### src/rtl/macd_ema_filter_bank_macros.svh
// Assertion macros shared by the filter bank RTL.
// Each macro names the assertion, the clock, the active-low reset and the property.
`ifndef MACD_EMA_FILTER_BANK_MACROS_SVH
`define MACD_EMA_FILTER_BANK_MACROS_SVH
`ifndef SYNTHESIS
`define MEF_ASSERT(lbl, clk, rst_n, prop) \
  lbl: assert property (@(posedge clk) disable iff (!rst_n) prop) \
    else $error("property violated");
`define MEF_ASSERT_NEVER(lbl, clk, rst_n, expr) \
  lbl: assert property (@(posedge clk) disable iff (!rst_n) !(expr)) \
    else $error("forbidden condition seen");
`else
`define MEF_ASSERT(lbl, clk, rst_n, prop)
`define MEF_ASSERT_NEVER(lbl, clk, rst_n, expr)
`endif
`endif

### src/rtl/mef_pkg.sv
`default_nettype none

package mef_pkg;

  localparam int unsigned DATA_W     = 32;
  localparam int unsigned GUARD_BITS = 16;
  localparam int unsigned AVG_W      = DATA_W + GUARD_BITS;
  localparam int unsigned PERIOD_W   = 10;
  // (period + 1) * 2 for the largest period
  localparam int unsigned DIVISOR_W  = PERIOD_W + 2;

  localparam int unsigned APB_DATA_W = 32;
  localparam int unsigned APB_ADDR_W = 4;
  localparam int unsigned REG_IDX_W  = APB_ADDR_W - 2;

  localparam logic [REG_IDX_W-1:0] REG_FAST   = 2'd0;
  localparam logic [REG_IDX_W-1:0] REG_SLOW   = 2'd1;
  localparam logic [REG_IDX_W-1:0] REG_SIGNAL = 2'd2;

  localparam int unsigned FAST_PERIOD_RST   = 12;
  localparam int unsigned SLOW_PERIOD_RST   = 26;
  localparam int unsigned SIGNAL_PERIOD_RST = 9;

  typedef enum logic [3:0] {
    ST_IDLE,
    ST_ALPHA,
    ST_FAST,
    ST_SLOW,
    ST_MACD,
    ST_SIG_ISSUE,
    ST_SIGNAL,
    ST_SIG_OUT,
    ST_HIST,
    ST_DONE
  } top_state_e;

  typedef enum logic [2:0] {
    EMA_IDLE,
    EMA_ABS,
    EMA_MLO,
    EMA_MHI,
    EMA_SUM,
    EMA_APPLY
  } ema_step_e;

endpackage

`default_nettype wire

### src/rtl/macd_ema_filter_bank.sv
// MACD filter bank. Each transfer on the input channel carries one Q16.16 price sample and a
// series-start flag; each transfer on the output channel carries macd (fast minus slow
// average), the signal average of macd and the histogram (macd minus signal), all Q16.16
// saturated to 32 bits, plus a period error flag. The three averages are kept in Q16.32 and
// are updated one after another on a single shared multiplier: each update runs through
// subtract, magnitude, low product, high product, round and clip, and apply. A sample that
// starts a series, or one taken while the periods are invalid (fast not below slow, or any
// period zero), leaves or seeds the state without using the multiplier; invalid periods give
// zeros with period_error set. The periods sit in three APB registers at byte addresses 0
// (fast), 4 (slow) and 8 (signal), 10 bits each; a write starts an alpha recompute on a
// bit-serial divider, one period at a time, and in_ready_o stays low until every pending
// alpha is done. The output register lets the next sample be taken while a result still
// waits for out_ready_i.
`default_nettype none

`include "macd_ema_filter_bank_macros.svh"

module macd_ema_filter_bank
  import mef_pkg::*;
#(
  parameter int unsigned FRACTION_BITS = 16
) (
  input  logic                         clk_i,
  input  logic                         rst_ni,
  // sample channel
  input  logic                         in_valid_i,
  output logic                         in_ready_o,
  input  logic signed [DATA_W-1:0]     price_i,
  input  logic                         series_start_i,
  // result channel
  output logic                         out_valid_o,
  input  logic                         out_ready_i,
  output logic signed [DATA_W-1:0]     macd_value_o,
  output logic signed [DATA_W-1:0]     signal_value_o,
  output logic signed [DATA_W-1:0]     histogram_o,
  output logic                         period_error_o,
  // configuration
  input  logic                         psel,
  input  logic                         penable,
  input  logic                         pwrite,
  input  logic [APB_ADDR_W-1:0]        paddr,
  input  logic [APB_DATA_W-1:0]        pwdata,
  output logic [APB_DATA_W-1:0]        prdata,
  output logic                         pready
);

  localparam int unsigned ALPHA_W = FRACTION_BITS + 1;
  localparam int unsigned ONE     = 1 << FRACTION_BITS;
  localparam int unsigned RND_W   = AVG_W + 2;
  localparam int unsigned SAT_W   = RND_W - GUARD_BITS;

  // Reset alphas, round-half-up of 2 * one / (period + 1).
  localparam logic [ALPHA_W-1:0] FAST_ALPHA_RST =
    ALPHA_W'(((4 * ONE) + (FAST_PERIOD_RST + 1)) / (2 * (FAST_PERIOD_RST + 1)));
  localparam logic [ALPHA_W-1:0] SLOW_ALPHA_RST =
    ALPHA_W'(((4 * ONE) + (SLOW_PERIOD_RST + 1)) / (2 * (SLOW_PERIOD_RST + 1)));
  localparam logic [ALPHA_W-1:0] SIGNAL_ALPHA_RST =
    ALPHA_W'(((4 * ONE) + (SIGNAL_PERIOD_RST + 1)) / (2 * (SIGNAL_PERIOD_RST + 1)));
  localparam logic [RND_W-1:0] RND_HALF = RND_W'(1) << (GUARD_BITS - 1);

  // Round Q16.32 to Q16.16: add half, floor shift.
  function automatic logic [SAT_W-1:0] round_guard(input logic [RND_W-1:0] v);
    logic [RND_W-1:0] s;
    s = v + RND_HALF;
    return s[RND_W-1:GUARD_BITS];
  endfunction

  // Clamp to the signed 32-bit range.
  function automatic logic [DATA_W-1:0] sat_data(input logic [SAT_W-1:0] v);
    logic fits;
    fits = (v[SAT_W-1:DATA_W-1] == '0) || (v[SAT_W-1:DATA_W-1] == '1);
    if (fits) begin
      return v[DATA_W-1:0];
    end else if (v[SAT_W-1]) begin
      return {1'b1, {(DATA_W - 1){1'b0}}};
    end else begin
      return {1'b0, {(DATA_W - 1){1'b1}}};
    end
  endfunction

  // Configuration registers
  logic [PERIOD_W-1:0]  fast_period_q, slow_period_q, signal_period_q;
  logic [ALPHA_W-1:0]   fast_alpha_q, slow_alpha_q, signal_alpha_q;
  logic [2:0]           pend_q, pend_d, pend_set, pend_clr;
  logic [REG_IDX_W-1:0] div_sel_q, div_sel_d;

  // Filter state
  logic [AVG_W-1:0]     fast_avg_q, fast_avg_d;
  logic [AVG_W-1:0]     slow_avg_q, slow_avg_d;
  logic [AVG_W-1:0]     signal_avg_q, signal_avg_d;
  top_state_e           state_q, state_d;

  // Per-sample working values
  logic [DATA_W-1:0]    price_q;
  logic [DATA_W-1:0]    macd_q, macd_d;
  logic [DATA_W-1:0]    sig_q, sig_d;
  logic [DATA_W-1:0]    hist_q, hist_d;
  logic                 err_q, err_d;

  // Output register
  logic                 out_valid_q, out_valid_d;
  logic [DATA_W-1:0]    out_macd_q, out_sig_q, out_hist_q;
  logic                 out_err_q;
  logic                 out_load;

  // Shared units
  logic                 ema_start, ema_done;
  logic [AVG_W-1:0]     ema_avg_in, ema_x_in, ema_avg_out;
  logic [ALPHA_W-1:0]   ema_alpha_in;
  logic                 div_start, div_done;
  logic [PERIOD_W-1:0]  div_period;
  logic [ALPHA_W-1:0]   div_alpha;

  logic                 cfg_wr;
  logic [REG_IDX_W-1:0] cfg_idx;
  logic                 in_accept;
  logic                 period_bad;
  logic [AVG_W-1:0]     price_in_x;
  logic [RND_W-1:0]     macd_diff;
  logic [SAT_W-1:0]     hist_diff;

  assign cfg_wr  = psel & penable & pwrite;
  assign cfg_idx = paddr[APB_ADDR_W-1:2];
  assign pready  = 1'b1;

  always_comb begin
    prdata = '0;
    unique case (cfg_idx)
      REG_FAST:   prdata = APB_DATA_W'(fast_period_q);
      REG_SLOW:   prdata = APB_DATA_W'(slow_period_q);
      REG_SIGNAL: prdata = APB_DATA_W'(signal_period_q);
      default:    prdata = '0;
    endcase
  end

  always_comb begin
    pend_set = '0;
    if (cfg_wr) begin
      unique case (cfg_idx)
        REG_FAST:   pend_set = 3'b001;
        REG_SLOW:   pend_set = 3'b010;
        REG_SIGNAL: pend_set = 3'b100;
        default:    pend_set = '0;
      endcase
    end
  end

  // A write that lands while its alpha is being worked out marks it pending again.
  assign pend_d = (pend_q & ~pend_clr) | pend_set;

  assign in_ready_o = (state_q == ST_IDLE) && (pend_q == '0);
  assign in_accept  = in_valid_i && in_ready_o;
  assign period_bad = (fast_period_q >= slow_period_q) || (fast_period_q == '0) ||
                      (slow_period_q == '0) || (signal_period_q == '0);
  assign price_in_x = {price_i, {GUARD_BITS{1'b0}}};
  assign macd_diff  = {{2{fast_avg_q[AVG_W-1]}}, fast_avg_q} -
                      {{2{slow_avg_q[AVG_W-1]}}, slow_avg_q};
  assign hist_diff  = {{2{macd_q[DATA_W-1]}}, macd_q} - {{2{sig_q[DATA_W-1]}}, sig_q};

  // Sequencer: alpha recompute, then fast, slow and signal updates on the shared unit.
  always_comb begin
    state_d      = state_q;
    fast_avg_d   = fast_avg_q;
    slow_avg_d   = slow_avg_q;
    signal_avg_d = signal_avg_q;
    macd_d       = macd_q;
    sig_d        = sig_q;
    hist_d       = hist_q;
    err_d        = err_q;
    ema_start    = 1'b0;
    ema_avg_in   = fast_avg_q;
    ema_x_in     = {price_q, {GUARD_BITS{1'b0}}};
    ema_alpha_in = fast_alpha_q;
    div_start    = 1'b0;
    div_sel_d    = div_sel_q;
    div_period   = fast_period_q;
    pend_clr     = '0;
    out_load     = 1'b0;

    unique case (state_q)
      ST_IDLE: begin
        if (pend_q != '0) begin
          div_start = 1'b1;
          state_d   = ST_ALPHA;
          if (pend_q[0]) begin
            div_sel_d  = REG_FAST;
            div_period = fast_period_q;
            pend_clr   = 3'b001;
          end else if (pend_q[1]) begin
            div_sel_d  = REG_SLOW;
            div_period = slow_period_q;
            pend_clr   = 3'b010;
          end else begin
            div_sel_d  = REG_SIGNAL;
            div_period = signal_period_q;
            pend_clr   = 3'b100;
          end
        end else if (in_valid_i) begin
          if (period_bad) begin
            // Invalid periods: zeros with the error flag, state untouched.
            macd_d  = '0;
            sig_d   = '0;
            hist_d  = '0;
            err_d   = 1'b1;
            state_d = ST_DONE;
          end else if (series_start_i) begin
            // Seed fast and slow with the price, signal with their difference.
            fast_avg_d   = price_in_x;
            slow_avg_d   = price_in_x;
            signal_avg_d = '0;
            macd_d       = '0;
            sig_d        = '0;
            hist_d       = '0;
            err_d        = 1'b0;
            state_d      = ST_DONE;
          end else begin
            ema_start = 1'b1;
            ema_x_in  = price_in_x;
            err_d     = 1'b0;
            state_d   = ST_FAST;
          end
        end
      end
      ST_ALPHA: begin
        if (div_done) begin
          state_d = ST_IDLE;
        end
      end
      ST_FAST: begin
        if (ema_done) begin
          fast_avg_d   = ema_avg_out;
          ema_start    = 1'b1;
          ema_avg_in   = slow_avg_q;
          ema_alpha_in = slow_alpha_q;
          state_d      = ST_SLOW;
        end
      end
      ST_SLOW: begin
        if (ema_done) begin
          slow_avg_d = ema_avg_out;
          state_d    = ST_MACD;
        end
      end
      ST_MACD: begin
        macd_d  = sat_data(round_guard(macd_diff));
        state_d = ST_SIG_ISSUE;
      end
      ST_SIG_ISSUE: begin
        ema_start    = 1'b1;
        ema_avg_in   = signal_avg_q;
        ema_x_in     = {macd_q, {GUARD_BITS{1'b0}}};
        ema_alpha_in = signal_alpha_q;
        state_d      = ST_SIGNAL;
      end
      ST_SIGNAL: begin
        if (ema_done) begin
          signal_avg_d = ema_avg_out;
          state_d      = ST_SIG_OUT;
        end
      end
      ST_SIG_OUT: begin
        sig_d   = sat_data(round_guard({{2{signal_avg_q[AVG_W-1]}}, signal_avg_q}));
        state_d = ST_HIST;
      end
      ST_HIST: begin
        hist_d  = sat_data(hist_diff);
        state_d = ST_DONE;
      end
      ST_DONE: begin
        // Hold the result until the output register is free.
        if (!out_valid_q || out_ready_i) begin
          out_load = 1'b1;
          state_d  = ST_IDLE;
        end
      end
      default: begin
        state_d = ST_IDLE;
      end
    endcase
  end

  assign out_valid_d = out_load ? 1'b1 : (out_valid_q && !out_ready_i);

  always_ff @(posedge clk_i or negedge rst_ni) begin
    if (!rst_ni) begin
      state_q         <= ST_IDLE;
      fast_avg_q      <= '0;
      slow_avg_q      <= '0;
      signal_avg_q    <= '0;
      fast_period_q   <= PERIOD_W'(FAST_PERIOD_RST);
      slow_period_q   <= PERIOD_W'(SLOW_PERIOD_RST);
      signal_period_q <= PERIOD_W'(SIGNAL_PERIOD_RST);
      fast_alpha_q    <= FAST_ALPHA_RST;
      slow_alpha_q    <= SLOW_ALPHA_RST;
      signal_alpha_q  <= SIGNAL_ALPHA_RST;
      pend_q          <= '0;
      div_sel_q       <= REG_FAST;
      out_valid_q     <= 1'b0;
    end else begin
      state_q      <= state_d;
      fast_avg_q   <= fast_avg_d;
      slow_avg_q   <= slow_avg_d;
      signal_avg_q <= signal_avg_d;
      pend_q       <= pend_d;
      div_sel_q    <= div_sel_d;
      out_valid_q  <= out_valid_d;
      if (cfg_wr) begin
        unique case (cfg_idx)
          REG_FAST:   fast_period_q   <= pwdata[PERIOD_W-1:0];
          REG_SLOW:   slow_period_q   <= pwdata[PERIOD_W-1:0];
          REG_SIGNAL: signal_period_q <= pwdata[PERIOD_W-1:0];
          default: begin
          end
        endcase
      end
      if (div_done) begin
        unique case (div_sel_q)
          REG_FAST:   fast_alpha_q   <= div_alpha;
          REG_SLOW:   slow_alpha_q   <= div_alpha;
          REG_SIGNAL: signal_alpha_q <= div_alpha;
          default: begin
          end
        endcase
      end
    end
  end

  always_ff @(posedge clk_i) begin
    if (in_accept) begin
      price_q <= price_i;
    end
    macd_q <= macd_d;
    sig_q  <= sig_d;
    hist_q <= hist_d;
    err_q  <= err_d;
    if (out_load) begin
      out_macd_q <= macd_q;
      out_sig_q  <= sig_q;
      out_hist_q <= hist_q;
      out_err_q  <= err_q;
    end
  end

  assign out_valid_o    = out_valid_q;
  assign macd_value_o   = out_macd_q;
  assign signal_value_o = out_sig_q;
  assign histogram_o    = out_hist_q;
  assign period_error_o = out_err_q;

  mef_ema_unit #(
    .FRACTION_BITS(FRACTION_BITS)
  ) u_ema (
    .clk_i   (clk_i),
    .rst_ni  (rst_ni),
    .start_i (ema_start),
    .avg_i   (ema_avg_in),
    .x_i     (ema_x_in),
    .alpha_i (ema_alpha_in),
    .done_o  (ema_done),
    .avg_o   (ema_avg_out)
  );

  mef_alpha_div #(
    .FRACTION_BITS(FRACTION_BITS)
  ) u_alpha_div (
    .clk_i    (clk_i),
    .rst_ni   (rst_ni),
    .start_i  (div_start),
    .period_i (div_period),
    .done_o   (div_done),
    .alpha_o  (div_alpha)
  );

  `MEF_ASSERT(a_err_keeps_state, clk_i, rst_ni, (in_accept && period_bad) |=> $stable(fast_avg_q) && $stable(slow_avg_q) && $stable(signal_avg_q))
  `MEF_ASSERT(a_load_from_done, clk_i, rst_ni, $rose(out_valid_q) |-> $past(state_q == ST_DONE))
  `MEF_ASSERT(a_err_gives_zero, clk_i, rst_ni, (out_valid_q && out_err_q) |-> (out_macd_q == '0 && out_sig_q == '0 && out_hist_q == '0))
  `MEF_ASSERT(a_ema_done_state, clk_i, rst_ni, ema_done |-> (state_q == ST_FAST || state_q == ST_SLOW || state_q == ST_SIGNAL))
  `MEF_ASSERT_NEVER(a_div_outside_alpha, clk_i, rst_ni, div_done && (state_q != ST_ALPHA))

endmodule

`default_nettype wire

### src/rtl/mef_alpha_div.sv
`default_nettype none

`include "macd_ema_filter_bank_macros.svh"

// Restoring divider for alpha = round(2 * 2^F / (period + 1)), one quotient bit a cycle.
module mef_alpha_div
  import mef_pkg::*;
#(
  parameter int unsigned FRACTION_BITS = 16
) (
  input  logic                     clk_i,
  input  logic                     rst_ni,
  input  logic                     start_i,
  input  logic [PERIOD_W-1:0]      period_i,
  output logic                     done_o,
  output logic [FRACTION_BITS:0]   alpha_o
);

  localparam int unsigned ALPHA_W = FRACTION_BITS + 1;
  localparam int unsigned NUM_W   = FRACTION_BITS + 3;
  localparam int unsigned CNT_W   = $clog2(NUM_W);
  localparam int unsigned REM_W   = DIVISOR_W;
  localparam logic [NUM_W-1:0] ONE = NUM_W'(1) << FRACTION_BITS;

  logic                busy_q, busy_d;
  logic                done_q, done_d;
  logic [CNT_W-1:0]    cnt_q, cnt_d;
  logic [NUM_W-1:0]    quo_q;
  logic [REM_W-1:0]    rem_q;
  logic [DIVISOR_W-1:0] divisor_q;

  logic [PERIOD_W:0]   den;
  logic [NUM_W-1:0]    num;
  logic [REM_W:0]      shift;
  logic [REM_W:0]      trial;
  logic                ge;
  logic [REM_W-1:0]    rem_next;

  // Numerator 4*one + den and divisor 2*den give round-half-up of 2*one/den.
  assign den      = {1'b0, period_i} + (PERIOD_W + 1)'(1);
  assign num      = (NUM_W'(1) << (FRACTION_BITS + 2)) + NUM_W'(den);
  assign shift    = {rem_q, quo_q[NUM_W-1]};
  assign trial    = shift - {1'b0, divisor_q};
  assign ge       = shift >= {1'b0, divisor_q};
  assign rem_next = ge ? trial[REM_W-1:0] : shift[REM_W-1:0];

  always_comb begin
    busy_d = busy_q;
    done_d = 1'b0;
    cnt_d  = cnt_q;
    if (start_i) begin
      busy_d = 1'b1;
      cnt_d  = '0;
    end else if (busy_q) begin
      cnt_d = cnt_q + CNT_W'(1);
      if (cnt_q == CNT_W'(NUM_W - 1)) begin
        busy_d = 1'b0;
        done_d = 1'b1;
      end
    end
  end

  always_ff @(posedge clk_i or negedge rst_ni) begin
    if (!rst_ni) begin
      busy_q <= 1'b0;
      done_q <= 1'b0;
      cnt_q  <= '0;
    end else begin
      busy_q <= busy_d;
      done_q <= done_d;
      cnt_q  <= cnt_d;
    end
  end

  always_ff @(posedge clk_i) begin
    if (start_i) begin
      quo_q     <= num;
      rem_q     <= '0;
      divisor_q <= {den, 1'b0};
    end else if (busy_q) begin
      quo_q <= {quo_q[NUM_W-2:0], ge};
      rem_q <= rem_next;
    end
  end

  // Clip to 1.0 for period zero.
  assign alpha_o = (quo_q > ONE) ? ONE[ALPHA_W-1:0] : quo_q[ALPHA_W-1:0];
  assign done_o  = done_q;

  `MEF_ASSERT(a_no_restart, clk_i, rst_ni, start_i |-> !busy_q)
  `MEF_ASSERT(a_done_ends_run, clk_i, rst_ni, done_q |-> $past(busy_q) && !busy_q)
  `MEF_ASSERT(a_rem_below_divisor, clk_i, rst_ni, busy_q |-> (rem_q < divisor_q))

endmodule

`default_nettype wire

### src/rtl/mef_ema_unit.sv
`default_nettype none

// One exponential average step: avg += sign(d) * round(|d| * alpha / 2^F), d = x - avg.
// The single multiplier is used twice, once for the low and once for the high part of |d|.
module mef_ema_unit
  import mef_pkg::*;
#(
  parameter int unsigned FRACTION_BITS = 16
) (
  input  logic                   clk_i,
  input  logic                   rst_ni,
  input  logic                   start_i,
  input  logic [AVG_W-1:0]       avg_i,
  input  logic [AVG_W-1:0]       x_i,
  input  logic [FRACTION_BITS:0] alpha_i,
  output logic                   done_o,
  output logic [AVG_W-1:0]       avg_o
);

  localparam int unsigned ALPHA_W = FRACTION_BITS + 1;
  localparam int unsigned DIFF_W  = AVG_W + 1;
  localparam int unsigned MAG_W   = AVG_W;
  localparam int unsigned HI_W    = MAG_W - FRACTION_BITS;
  localparam int unsigned PROD_W  = HI_W + ALPHA_W;
  localparam int unsigned LP_W    = PROD_W - FRACTION_BITS;
  localparam logic [PROD_W-1:0] HALF = PROD_W'(1) << (FRACTION_BITS - 1);

  ema_step_e            step_q, step_d;
  logic [AVG_W-1:0]     avg_q;
  logic [ALPHA_W-1:0]   alpha_q;
  logic [DIFF_W-1:0]    diff_q;
  logic                 neg_q;
  logic [MAG_W-1:0]     mag_q;
  logic [PROD_W-1:0]    prod_q;
  logic [LP_W-1:0]      lp_q;
  logic [MAG_W-1:0]     q_q;

  logic [DIFF_W-1:0]    diff_new;
  logic [DIFF_W-1:0]    diff_neg;
  logic [HI_W-1:0]      mul_a;
  logic [PROD_W-1:0]    product;
  logic [PROD_W-1:0]    lp_sum;
  logic [PROD_W-1:0]    q_sum;
  logic [MAG_W-1:0]     q_clip;

  assign diff_new = {x_i[AVG_W-1], x_i} - {avg_i[AVG_W-1], avg_i};
  assign diff_neg = DIFF_W'(0) - diff_q;

  // Low FRACTION_BITS bits first, then the upper bits of |d|.
  assign mul_a   = (step_q == EMA_MLO) ? HI_W'(mag_q[FRACTION_BITS-1:0])
                                       : mag_q[MAG_W-1:FRACTION_BITS];
  assign product = PROD_W'(mul_a) * PROD_W'(alpha_q);
  assign lp_sum  = prod_q + HALF;
  assign q_sum   = prod_q + PROD_W'(lp_q);
  assign q_clip  = (q_sum > PROD_W'(mag_q)) ? mag_q : q_sum[MAG_W-1:0];

  always_comb begin
    step_d = step_q;
    unique case (step_q)
      EMA_IDLE:  if (start_i) step_d = EMA_ABS;
      EMA_ABS:   step_d = EMA_MLO;
      EMA_MLO:   step_d = EMA_MHI;
      EMA_MHI:   step_d = EMA_SUM;
      EMA_SUM:   step_d = EMA_APPLY;
      EMA_APPLY: step_d = start_i ? EMA_ABS : EMA_IDLE;
      default:   step_d = EMA_IDLE;
    endcase
  end

  always_ff @(posedge clk_i or negedge rst_ni) begin
    if (!rst_ni) begin
      step_q <= EMA_IDLE;
    end else begin
      step_q <= step_d;
    end
  end

  always_ff @(posedge clk_i) begin
    if (start_i) begin
      avg_q   <= avg_i;
      alpha_q <= alpha_i;
      diff_q  <= diff_new;
    end
    unique case (step_q)
      EMA_ABS: begin
        neg_q <= diff_q[DIFF_W-1];
        mag_q <= diff_q[DIFF_W-1] ? diff_neg[MAG_W-1:0] : diff_q[MAG_W-1:0];
      end
      EMA_MLO: begin
        prod_q <= product;
      end
      EMA_MHI: begin
        lp_q   <= lp_sum[PROD_W-1:FRACTION_BITS];
        prod_q <= product;
      end
      EMA_SUM: begin
        q_q <= q_clip;
      end
      default: begin
      end
    endcase
  end

  assign done_o = (step_q == EMA_APPLY);
  assign avg_o  = neg_q ? (avg_q - q_q) : (avg_q + q_q);

endmodule

`default_nettype wire

### config.mk
export PLATFORM = sky130hd
export DESIGN_NAME = macd_ema_filter_bank
export DESIGN_NICKNAME = d
export VERILOG_FILES = /design/src/rtl/mef_pkg.sv /design/src/rtl/macd_ema_filter_bank.sv /design/src/rtl/mef_alpha_div.sv /design/src/rtl/mef_ema_unit.sv
export VERILOG_INCLUDE_DIRS = /design/src /design/src/rtl
export SDC_FILE = /design/constraint.sdc
export NUM_CORES = 2
export LEC_CHECK = 0
export BUFFER_PORTS_ARGS = -buffer_cell sky130_fd_sc_hd__buf_4
export CORE_MARGIN = 2
export CORE_UTILIZATION = 45
export CTS_CLUSTER_DIAMETER = 60
export DETAILED_ROUTE_END_ITERATION = 10
export GPL_ROUTABILITY_DRIVEN = 1
export SLEW_MARGIN = 20
export SYNTH_ARGS = -nofsm -noshare
export SYNTH_HDL_FRONTEND = slang
export SYNTH_SLANG_ARGS = --single-unit
### constraint.sdc
create_clock -name clk_i -period 16.2 [get_ports clk_i]
set_input_delay 3.24 -clock clk_i [delete_from_list [all_inputs] [get_ports clk_i]]
set_output_delay 3.24 -clock clk_i [all_outputs]
set_load 0.05 [all_outputs]
* Yosys cells after proc, flatten, opt, wreduce, memory -nomap -nowiden
Cells that the tools add are included.
Word-level totals: register bits after elaboration 806, bits of input ports 76, output and inout port bits 132, word-level logic and storage cells 231
Operators by class: add/sub/neg operators 14, multipliers 1, order comparisons 4, eq/ne operators 34, muxes and demuxes 88, bitwise gates (word level) 6, reduce and logical (&&, ||, !) cells 47
Operator list (number):
- 2-to-1 mux 48 bit | 17
- one-hot mux 48 bit (2 select lines) | 5
- 2-to-1 mux 32 bit | 11
- one-hot mux 32 bit (2 select lines) | 3
- subtractor 48 x 48 -> 49 bit | 2
- adder 49 x 17 -> 50 bit (second input constant) | 1
- adder 48 x 17 -> 49 bit (second input constant) | 1
- adder 49 x 16 -> 49 bit (second input constant) | 1
- adder 49 x 33 -> 49 bit | 1
- > comparator 49 x 48 -> 1 bit | 1
- multiplier 32 x 17 -> 49 bit | 1
- adder 48 bit | 1
- subtractor 1 x 48 -> 48 bit (first input constant) | 1
- subtractor 48 bit | 1
- 2-to-1 mux 10 bit | 4
- one-hot mux 4 bit (10 select lines) | 1
- 2-to-1 mux 19 bit | 2
- 2-to-1 mux 4 bit | 9
- 2-to-1 mux 17 bit | 2
- one-hot mux 17 bit (2 select lines) | 1
- subtractor 32 x 32 -> 33 bit | 1
- logical NOT 10 bit | 3
- one-hot mux 10 bit (3 select lines) | 1
- AND reduction 6 bit | 4
- 46 further kinds | 119

* Depth between registers and ports, before layout
depth in word-level cells 10, depth in mapped cells 33, mapped depth without buffers 30

* By module
Synthesis repeated with hierarchy kept, for this count alone.
Unflattened totals: cells, all modules 6699, area total of the unflattened synthesis 65699.3 um^2
By module, submodules not included:
- mef_ema_unit | instances 1, cells an instance 4034, area each 37594.8 um^2, seq. area each 8873.5 um^2
- macd_ema_filter_bank | instances 1, cells an instance 2403, area each 25260.5 um^2, seq. area each 12705.9 um^2
- mef_alpha_div | instances 1, cells an instance 262, area each 2844.0 um^2, seq. area each 1316.3 um^2

* Worst setup path after synthesis
No wires, ideal clock.
path type register to register, start point register u_ema.step_q[2], end point register u_ema.prod_q[48], data pin, setup time 260 ps, arrival 8750 ps, data required time 15940 ps, slack 7190 ps, cell stages (with the launch flop) 30, path buffers 4, period minus slack after synthesis 9010 ps, cell sequence dfrtp_1 > nor2b_1 > clkbuf_1 > clkbuf_1 > a21oi_1 > clkbuf_1 > nand2_1 > fa_1 > fa_1 > fa_1 > inv_1 > fa_1 > fa_1 > inv_1 > fa_1 > inv_1 > ha_1 > clkbuf_1 > a21oi_1 > o21ai_0 > a21o_1 > a21o_1 > a2111o_1 > o211ai_1 > a21oi_1 > nor2_1 > o21ai_0 > a221o_1 > a21oi_1 > xnor2_1
Between the ends: cells in the longest elaborated chain, start to end 3
Ends and longest elaborated chain:
- start: declaration | RTL line mef_ema_unit.sv:28 | ema_step_e step_q, step_d;
- start signal: assignment | RTL line mef_ema_unit.sv:74 | step_q <= step_d;
- equality test 3 x 2 -> 1 bit | RTL line mef_ema_unit.sv:50 | assign mul_a = (step_q == EMA_MLO) ? HI_W'(mag_q[FRACTION_BITS-1:0])
- 2-to-1 mux 32 bit | RTL line mef_ema_unit.sv:50
- multiplier 32 x 17 -> 49 bit | RTL line mef_ema_unit.sv:52 | assign product = PROD_W'(mul_a) * PROD_W'(alpha_q);
- named net u_ema.product[48] | RTL line mef_ema_unit.sv:41 | logic [PROD_W-1:0] product;
- end signal: assignment | RTL line mef_ema_unit.sv:90 | prod_q <= product;
- end signal: assignment | RTL line mef_ema_unit.sv:94 | prod_q <= product;
- end: declaration | RTL line mef_ema_unit.sv:34 | logic [PROD_W-1:0] prod_q;
The timed path passes the listed nets, and every way through them passes these cells. A chain may end at the register's enable or synchronous reset.

* Worst setup path after layout
start point register u_ema.step_q[0], end point register u_ema.prod_q[48], data pin
Same word-level chain as after synthesis.

==> flow_metrics.tcl <==
set metrics [dict create \
    drt_pass1_iterations 6 \
    synth.cell_area_sq_um 63600 \
    ys_ff_latch 805 \
    path_class "flop to flop" \
    start_util_pct 45.5 \
    wl_per_cell_um 19.9 \
    antenna_left 0 \
    antenna_found_initial 10 \
    fin_worst_skew_ps 41.2 \
    placementRows 137 \
    routed_wl_um 171000 \
    drive_gt1_share_pct 8.59 \
    dr_wl_met3_um 9810 \
    grt_pass1_wl_um 272000 \
    crit_slowest_cell "o21ai_2" \
    min_period_ps 9640 \
    cts_resized 0 \
    finalHoldViolCount 0 \
    core_area_sq_um 140000 \
    fin_nets 7577 \
    ys_seq_area_share_pct 36.0 \
    relSlewSlack_pct 28.6 \
    path_delay_family "adder cells" \
    worst-path-buf-inv 4 \
    stdcell_count 8577 \
    grt_pass1_vias 47800 \
    fmax_ghz 0.104 \
    synth_top_area_cell "edfxtp_1" \
    place_hpwl_um 129000 \
    clk_latency_ps 680 \
    ys_top_cells_by_area "edfxtp_1 (26%), fa_1 (14%), ha_1 (8.6%)" \
    vias_per_cell 5.52 \
    yosysMostFrequentCell "nand2_1" \
    die_x_um 380 \
    grt_max_degree 105 \
    yosysUniqueCellTypes 89 \
    avgSynthCellArea_sq_um 9.73 \
    cts_tree "built" \
    post_cts_buffers 0 \
    dp_cells 8388 \
    endpoint_kind "flop" \
    crit_path_frequent_cell "fa_1" \
    numCtsBuffers 96 \
    synth_top_cells_by_count "nand2_1 (836), inv_1 (774), edfxtp_1 (548)" \
    required_ps 16610 \
    hp-class "flop to flop" \
    routed.top_layer "met5" \
    die-area_sq_um 144000 \
    slowest_delay_ps 1100 \
    final-max-slew-violation-count 0 \
    drv_cap 0 \
    ctsHoldBuffers 0 \
    setup_tns_ps 0 \
    tightest_slew_ps 1070 \
    port_buffers 160 \
    yosys_most_used_dff "edfxtp_1" \
    drc 0 \
    place_congestion 0.915 \
    clock_sink_count 805 \
    path_clk_slew_ps 60 \
    root_buffer "clkbuf_16" \
    cp_max_fo 31 \
    syn2layout_area_growth_pct 10.3 \
    clockBufferDepth 3 \
    vias 47300 \
    fin_crit_sh_pct 59.5 \
    drtIter0Drc 3439 \
    wl_met2_um 79300 \
    synthArstFlopShare_pct 30.4 \
    rsz0062_at_grt "no" \
    critPathLaunchType "flop" \
    cts.htree.levels 3 \
    setup_violations 0 \
    status "finished, final reports clean" \
    pin_count 208 \
    detail_route.wirelength.met1_um 77200 \
    synth_top_area_share_pct 25.9 \
    synth_warnings 0 \
    die_h_um 380 \
    synth_edf_count 548 \
    netlist_instances 6536 \
    overflow 0 \
    grt_usage_pct 23.6 \
    cp_data_arrival_time_ps 10050 \
]
-- cell families (layout without fill, tap and decap cells) --
family	after synthesis	in the layout	share of synthesized area [%]
compound gates	1338	1338	13.1
xor+xnor	404	404	5.56
fa+ha+maj	891	891	22.9
buf+inv	1076	1213	6.49
flops	805	805	36.0
mux	98	98	1.69
other cells	2	30	0.0118
simple gates	1922	1922	14.3
-- state kept, by name, summed over array words and instances (netlist names), 19 cells and up --
signal             count
u_ema.diff_q          49
u_ema.prod_q          49
fast_avg_q            48
signal_avg_q          48
slow_avg_q            48
u_ema.mag_q           48
u_ema.q_q             48
u_ema.avg_q           47
u_ema.lp_q            33
hist_q                32
histogram_o           32
macd_q                32
macd_value_o          32
price_q               32
sig_q                 32
signal_value_o        32
u_alpha_div.quo_q     19
-- worst paths after layout --
check,startpoint,cells past startpoint,to,slack (ps)
worst max register to register,u_ema.step_q[0],26,u_ema.prod_q[48],6560
worst min-delay path,hist_q[18],0,histogram_o[18],410
worst max-delay path,u_ema.step_q[0],26,u_ema.prod_q[48],6560
min in group asynchronous,rst_ni,1,fast_avg_q[27],2560
max in group asynchronous,rst_ni,3,signal_alpha_q[16],11390
worst min register to register,hist_q[18],0,histogram_o[18],410
-- layout make-up --
class,instances,area [sq um]
Tap cell,1876,2350
Fill cell,13000,69700
Inverter,776,2910
Multi-Input combinational cell,4676,36900
Timing Repair Buffer,255,1940
Sequential cell,805,22900
Antenna cell,7,17.5
Clock inverter,51,510
Clock buffer,131,2700
-- stage by stage --
step / hold slack (ps) / util, % / cell area, sq um / setup WS, ps
after global routing: 425 / 50.2 / 70200 / 5830
after CTS: 416 / 50.1 / 70100 / 6580
after floorplan: 400 / - / 63700 / 7190
final: 415 / 50.2 / 70200 / 6560
after global placement: 403 / 47.9 / 66900 / 6780
after detailed placement: 405 / 47.9 / 66900 / 6620
-- per-layer routing --
metal | global-route usage [%] | vias to the layer above
met3 | 3.89 | 258
met2 | 38.4 | 1219
met5 | 0 | -
met1 | 32.7 | 23500
li1 | - | 22400
met4 | 6.44 | 4
-- worst register-to-register path, stage by stage (launching register included) --
cell and delay (ps):
dfrtp_1 460, clkinv_1 360, nand2_1 710, o21ai_2 1110, nand2_1 230, fa_1 550, fa_1 490, inv_1 50
fa_1 490, inv_1 50, fa_1 610, fa_1 450, fa_1 490, inv_1 40, ha_1 330, nand3_1 140
nor2_1 150, a221o_1 160, a21oi_1 90, nor4b_1 830, o211ai_1 360, a21oi_1 330, nor2_1 110, o21ai_0 370
a221o_1 220, a21oi_1 80, xnor2_1 120
-- placed cells by master, fill, tap and decap left out, drive strengths merged, types with 39 or more instances in the layout --
| cell | synthesis | final |
|---|---|---|
| a21o | 172 | 172 |
| nand4 | 54 | 54 |
| xnor2 | 267 | 267 |
| nor2 | 288 | 288 |
| xor2 | 137 | 137 |
| o21ai | 414 | 414 |
| mux2 | 74 | 74 |
| buf | 40 | 255 |
| a211oi | 40 | 40 |
| nor3 | 72 | 72 |
| clkbuf | 260 | 131 |
| nand2 | 836 | 836 |
| a221oi | 39 | 39 |
| a22oi | 58 | 58 |
| dfrtp | 214 | 214 |
| nor2b | 51 | 51 |
| fa | 453 | 453 |
| inv | 775 | 787 |
| ha | 438 | 438 |
| and2 | 272 | 272 |
| a21oi | 355 | 355 |
| nand3 | 153 | 153 |
| edfxtp | 548 | 548 |
| and3 | 55 | 55 |
| a31oi | 43 | 43 |
Power is not shown: default switching activity piles up to over one toggle a cycle in this logic, so the estimate is an artifact.
